### src/rdad_ram.sv
// Simple dual-port synchronous RAM: one write port, one registered read port.
// Read data is registered from the read address while re is high; no dependencies.
module rdad_ram #(
  parameter int WIDTH = 8,
  parameter int DEPTH = 16,
  parameter int AW    = (DEPTH > 1) ? $clog2(DEPTH) : 1
) (
  input  logic             clk,
  input  logic             we,
  input  logic [AW-1:0]    waddr,
  input  logic [WIDTH-1:0] wdata,
  input  logic             re,
  input  logic [AW-1:0]    raddr,
  output logic [WIDTH-1:0] rdata
);

  logic [WIDTH-1:0] mem [DEPTH];

  always_ff @(posedge clk) begin
    if (we) begin
      mem[waddr] <= wdata;
    end
    if (re) begin
      rdata <= mem[raddr];
    end
  end

endmodule

### config.mk
export PLATFORM = sky130hd
export DESIGN_NAME = rdad_ram
export DESIGN_NICKNAME = d
export VERILOG_FILES = /design/src/rdad_ram.sv
export SDC_FILE = /design/constraint.sdc
export NUM_CORES = 1
export LEC_CHECK = 0
export BUFFER_PORTS_ARGS = -buffer_cell sky130_fd_sc_hd__buf_2
export CORE_MARGIN = 2
export CORE_UTILIZATION = 60
export DETAILED_ROUTE_END_ITERATION = 7
export PLACE_DENSITY = 0.78
export SETUP_SLACK_MARGIN = 0.2
export SKIP_CTS_REPAIR_TIMING = 1
export SLEW_MARGIN = 40
export SYNTH_ARGS = -nofsm -noshare
export SYNTH_HDL_FRONTEND = slang
export SYNTH_SLANG_ARGS = --single-unit
### constraint.sdc
create_clock -name clk -period 2.59 [get_ports clk]
set_input_delay 0.518 -clock clk [delete_from_list [all_inputs] [get_ports clk]]
set_output_delay 0.518 -clock clk [all_outputs]
set_load 0.005 [all_outputs]
After elaboration in Yosys (flattened, before gate mapping)
Memories as Yosys holds them, arrays and structs flattened. A register that Yosys moved wholly into a read port is not among the register bits.
Index checks and enable logic that the tools add are counted.

word-level totals
  logic and storage cells = 3
  output and inout port bits = 8
  bits in writable memories = 128
  flip-flop bits (word level) = 0
  memories kept = 1
  bits of input ports = 19

cells by class
  muxes and demuxes = 2

memory list
  memory  depth  width  read ports  clocked after Yosys merged registers in  write ports  line  RTL
  mem     16     8      1           1                                        1            17    logic [WIDTH-1:0] mem [DEPTH];

operators by type and width
  operator           number
  1-bit two-way mux  2

Logic depth before layout (Yosys ltp)
Gate-level depths: netlist (run 1).

  word-level depth = 2
  gate-level depth with buffers = 5

Least setup slack after synthesis (run 1)
Ideal clock, no wire load.

  kind = input -> register
  from = input port waddr[2]
  to = memory mem[0][0], enable pin
  stages on the path = 2
  path buffers = 0
  arrival time = 1.628 ns
  slack = 0.579 ns
  library setup time = 0.383 ns
  required time = 2.207 ns
  path through = or3b_2 nor3_1

RTL lines
  what             line  RTL
  start, declared  10    input logic [AW-1:0] waddr,
  end, declared    17

Straight into the memory's write port.

==> results of run 1 <==
## per-stage QoR
step                area (um2)  total power, mW
CTS                       6168            5.051
global placement          5594            2.758
floorplan                 5228            2.661
global route              6168            5.159
detailed placement        5594            2.768
finish                    6168            5.021
## area by class of cell
type,instances,area (um2)
Clock inverter,15,160.2
Clock buffer,17,414.1
Sequential cell,136,4084
Tap cell,108,135.1
Timing Repair Buffer,46,317.8
Multi-Input combinational cell,83,1057
Fill cell,484,2425
## logic make-up (layout without fill, tap and decap cells)
family	count (synthesis)	after routing	share of synthesized area
mux	32	32	0.1479
compound gates	16	16	0.02298
flops	136	136	0.7812
buf+inv	10	78	0.01651
simple gates	35	35	0.03136
## state kept, by name, summed over array words and instances, names as in the netlist
register,cells
rdata,8
mem,128
## per-layer routing
layer  share of wire  up-vias
li1                -     1091
met1            0.43     1301
met2            0.50       95
met3           0.060       12
met4           0.014        0
met5               0        -
## worst max-delay path: stages
cell and delay, ns:
buf_2 0.26, buf_12 0.22, mux4_1 0.57, a22oi_1 0.27, nand2_1 0.08
## layout by cell type (no fill, tap or decap), drive strengths merged
cell type / n
clkinv: 9
nand2b: 2
clkbuf: 17
buf: 46
nor2: 13
or3b: 1
and2b: 1
nand3: 1
edfxtp: 136
clkinvlp: 3
nor2b: 1
mux4: 32
nor3: 4
nand3b: 2
nand2: 9
and2: 1
bufinv: 3
a22oi: 16
## worst paths after layout
check | cells after the start | start | endpoint | slack (ns)
max reg2reg | 3 | mem[1][5] | rdata[5] | 1.04
min | 1 | re | rdata[3] | 0.38
min reg2reg | 3 | mem[8][3] | rdata[3] | 0.75
max | 5 | raddr[0] | rdata[3] | 0.93
## power breakdown
group          internal (mW)  switching (mW)  total (mW)
registers               2.48          0.0142        2.50
clock network           1.45           0.850        2.30
logic                 0.0997           0.130       0.230
total                   4.03           0.994        5.02
==> summary.txt, run 1 <==
STA
  • Final hold violation count: 0
  • Final hold slack: 0.3757 ns
  • Max Fclk: 0.6017 GHz
  • Slew margin rel.: 0.5412
  • Final Cycle Share: 0.6417
  • Worst-margin pin slew: 0.6868 ns
  • Slew Viols, Final: 0
  • Worst Skew: 0.01002 ns
  • RSZ-0062 raised after global routing: false
  • Final Critical Period: 1.662 ns
  • Setup TNS: 0 ns
  • Final worst slack: 0.9279 ns
  • Setup violators final: 0

CTS
  • Clk pin slew, worst setup/hold paths: 0.06 ns
  • Clock sinks: 136
  • Later-pin clock latency in the skew report: 0.51 ns
  • Cts bufs inserted: 17
  • CTS Buffer Depth: 2
  • H-tree depth: 4
  • Root Buffer: clkbuf_8
  • CTS tree: built

GRT
  • Busiest layer in global routing: met1
  • First-pass GRT wire length: 16040 um
  • Vias in the first global route: 2609
  • GRT met2 Usage: 0.3563
  • Gr usage total: 0.2402
  • Largest net degree at the start of global routing: 17
  • Initial antenna violation count: 0
  • GR Util met1: 0.3578
  • Global Route met3 Usage: 0.06115
  • Congestion Overflow GR: 0

Pwr
  • Pwr/cell area: 814.0 nW/um2
  • P_leak: 2.102 nW
  • VDD IR max: 0.4608 mV

Synthesis
  • Synthesized instance count: 229
  • Post-synth EDFFs: 136
  • Post-synth top area share: 0.7812
  • Register area share after synthesis: 0.7812
  • Most common cell in the netlist: edfxtp_1
  • Post-synthesis cell type count: 18
  • Syn_nets: 248
  • Commonest cells in the netlist: 136 x edfxtp_1, 18 x mux4_2, 16 x a22oi_1
  • Top FF cell, synth: edfxtp_1
  • Yosys reg bits: 136
  • Largest cells by area after synthesis: edfxtp_1 78%, mux4_2 7.8%, mux4_1 7.0%, a22oi_1 2.3%, nor2_1 0.93%
  • Synthesized cell area: 5228 um2
  • Area leader, netlist: edfxtp_1
  • YS warnings: 0
  • Synth async-reset ratio: 0
  • Avg Cell Area, Syn: 22.83 um2

Critical path
  • Crit end category: flop
  • Crit path DAT: 1.93 ns
  • Worst EP required: 2.86 ns
  • WS Path Type: in -> reg
  • CP max FO: 15
  • Type of origin of the critical path: input port

Final layout
  • Synthesis-to-layout area growth: 18.00%
  • Number of antenna diodes: 0
  • Nets: 303
  • Fin cells: 405
  • Layout cell share with drive strength beyond 1: 0.3131
  • Utilization after layout: 0.7178

Drt
  • 1st-pass router iterations: 4
  • Vias per inst: 6.170
  • First DRT Iteration DRCs: 237
  • DRC Markers: 0
  • Post-Route WL: 10230 um
  • WL/cell: 25.27 um
  • Routed Antenna Nets: 0
  • DR vias: 2499

Floorplanning
  • Die area: 9475 um2
  • Die height: 97.34 um
  • Core ar.: 8593 um2
  • Io pins: 27
  • Rows: 34
  • Die Wd: 97.34 um
  • Initial Util: 0.6083

Placed design
  • Post-detail-place hpwl: 6186 um
  • Routability cong.: 0.7358
  • Port bufs: 26
  • Pre-CTS setup slack: 0.3993 ns
  • Dpl cells: 373

Hold path
  • Hold WC Path Type: in -> reg

Job
  • Max-Cap Viols: 0

Outcome
  • Outcome: complete, no violations
Note: power is estimated with default switching activity, not from simulation.
==> run 2: changes to the inputs <==
- CORE_UTILIZATION: 60 -> 54
- PLACE_DENSITY: 0.78 -> 0.74
- clock period: 2.59 -> 1.5 ns (I/O delays scaled with it)
==> run 2 against run 1 <==
  * First-iteration DRC count is 9.3% lower
  * Clock skew is 0.0054 ns lower
  * Total power is 79% higher
  * Clock-buffer cell count stayed put
  * Via count is 1.0% lower
  * Critical path depth is 2 lower
  * Highest routed layer unchanged
  * Largest cell class unchanged
  * Clock power is 84% higher
==> summary.txt, run 2 (same netlist as run 1, synthesis figures left out) <==
Placed design
  • Routability cong.: 0.7336 (was 0.7358)
  • Post-detail-place hpwl: 6241 um (was 6186 um)
  • Port bufs: 26 (unchanged)
  • Dpl cells: 397 (was 373)

Drt
  • DR vias: 2473 (was 2499)
  • Post-Route WL: 9887 um (was 10230 um)
  • Routed Antenna Nets: 0 (unchanged)
  • First DRT Iteration DRCs: 215 (was 237)
  • DRC Markers: 0 (unchanged)
  • Vias per inst: 5.778 (was 6.170)
  • WL/cell: 23.10 um (was 25.27 um)
  • 1st-pass router iterations: 4 (unchanged)

Critical path
  • WS Path Type: reg -> reg (was in -> reg)
  • CP max FO: 1 (was 15)
  • Crit path DAT: 1.71 ns (was 1.93 ns)
  • Crit end category: flop (unchanged)
  • Delay-heaviest family, CP: multiplexers (unchanged)
  • Type of origin of the critical path: flop (was input port)
  • Ordered cell list for the critical path: mux4_2, a22oi_1, nand2_1 (was buf_2, buf_12, mux4_1, a22oi_1, nand2_1)
  • Max stage delay on crit path: 0.47 ns (was 0.57 ns)
  • Worst Path Buf+Inv: 0 (was 2)
  • Slowest-stage cell, CP: mux4_2 (was mux4_1)
  • Worst EP required: 1.76 ns (was 2.86 ns)

Floorplanning
  • Die area: 10480 um2 (was 9475 um2)
  • Rows: 35 (was 34)
  • Io pins: 27 (unchanged)
  • Core ar.: 9328 um2 (was 8593 um2)
  • Die height: 102.4 um (was 97.34 um)
  • Initial Util: 0.5604 (was 0.6083)
  • Die Wd: 102.4 um (was 97.34 um)

STA
  • Worst-margin pin slew: 0.8305 ns (was 0.6868 ns)
  • Max Fclk: 0.6934 GHz
  • Final Critical Period: 1.442 ns
  • Slew margin rel.: 0.4443 (was 0.5412)
  • Final hold violation count: 0 (unchanged)
  • Slew Viols, Final: 0 (unchanged)
  • RSZ-0062 raised after global routing: true (was false)
  • Setup violators final: 0 (unchanged)
  • Final Cycle Share: 0.9614
  • Worst Skew: 0.004609 ns (was 0.01002 ns)
  • Setup TNS: 0 ns (unchanged)

GRT
  • Congestion Overflow GR: 0 (unchanged)
  • Gr usage total: 0.2125 (was 0.2402)
  • First-pass GRT wire length: 15200 um (was 16040 um)
  • Initial antenna violation count: 0 (unchanged)
  • Vias in the first global route: 2626 (was 2609)
  • Largest net degree at the start of global routing: 19 (was 17)

Pwr
  • Pwr/cell area: 1426 nW/um2 (was 814.0 nW/um2)
  • VDD IR max: 1.014 mV (was 0.4608 mV)
  • P_leak: 2.089 nW (was 2.102 nW)

CTS
  • Later-pin clock latency in the skew report: 0.51 ns (about the same)
  • Clk pin slew, worst setup/hold paths: 0.06 ns (about the same)
  • CTS Buffer Depth: 2 (unchanged)
  • CTS tree: built (unchanged)
  • Cts bufs inserted: 17 (unchanged)
  • Clock sinks: 136 (unchanged)
  • H-tree depth: 4 (unchanged)
  • Root Buffer: clkbuf_8 (unchanged)

Final layout
  • Fin cells: 428 (was 405)
  • Number of antenna diodes: 0 (unchanged)
  • Regs by FF count: mem x128, rdata x8 (unchanged)
  • Most frequent cells in the layout: 136 x edfxtp_1, 32 x mux4_2, 26 x buf_2 (was 136 x edfxtp_1, 26 x buf_2, 18 x mux4_2)
  • Biggest register: mem (unchanged)
  • Layout cell share with drive strength beyond 1: 0.4214 (was 0.3131)
  • Commonest non-fill, non-tap cell in the layout: edfxtp_1 (unchanged)
  • Nets: 306 (was 303)
  • Synthesis-to-layout area growth: 20.54% (was 18.00%)
  • Largest register FFs: 128 (unchanged)

Hold path
  • Hold WC Path Type: in -> reg (unchanged)

Job
  • Max-Cap Viols: 0 (unchanged)

Outcome
  • Outcome: complete, no violations (unchanged)
-- run 2: final timing paths --
check	from	endpoint	slack (ns)	cells past startpoint
hold / removal	re	rdata[4]	0.15	1
setup / recovery	mem[3][7]	rdata[7]	0.06	3
setup reg to reg	mem[3][7]	rdata[7]	0.06	3
hold reg to reg	mem[12][2]	rdata[2]	0.76	3
-- run 2: stage by stage --
| stage | hold slack, ns | worst slack (ns) | instance area [um2] | total power [mW] | utilization |
|---|---|---|---|---|---|
| final | 0.1461 | 0.05790 | 6301 | 8.983 | 0.6755 |
| after global placement | 0.6691 | -0.3862 | 5658 | 4.791 | 0.6066 |
| after global routing | 0.1314 | 0.01693 | 6301 | 9.233 | 0.6755 |
| after CTS | 0.1249 | -0.006915 | 6270 | 9.026 | 0.6722 |
| after floorplan | 0.3989 | -0.0003956 | 5264 | 4.622 | - |
| after detailed placement | 0.6677 | -0.3704 | 5658 | 4.807 | 0.6066 |
-- run 2: area by class of cell --
| cell class | count | area [um2] |
|---|---|---|
| multi-input combinational | 83 | 1091 |
| timing repair buffer | 49 | 352.8 |
| clock inverter | 14 | 197.7 |
| tap | 129 | 161.4 |
| clock buffer | 17 | 414.1 |
| sequential | 136 | 4084 |
| fill | 609 | 3027 |
-- run 2: metal layers --
layer / vias up / track usage / wire length [um]
li1: 1083 / - / -
met1: 1289 / 0.2959 / 4294
met2: 93 / 0.3269 / 4914
met4: 0 / 0.09846 / 145
met3: 8 / 0.04788 / 533
met5: - / 0 / 0
-- run 2: worst register-to-register path: stages, from the launching register on --
cell      delay, ns
edfxtp_1       0.36
mux4_2         0.47
a22oi_1        0.27
nand2_1        0.08
-- run 2: power by group --
| part | switching (mW) | internal (mW) | total [mW] | leakage [nW] |
|---|---|---|---|---|
| combinational | 0.244 | 0.195 | 0.438 | 0.562 |
| sequential | 0.0213 | 4.28 | 4.30 | 1.24 |
| clock | 1.53 | 2.71 | 4.24 | 0.291 |
| total | 1.80 | 7.18 | 8.98 | 2.09 |
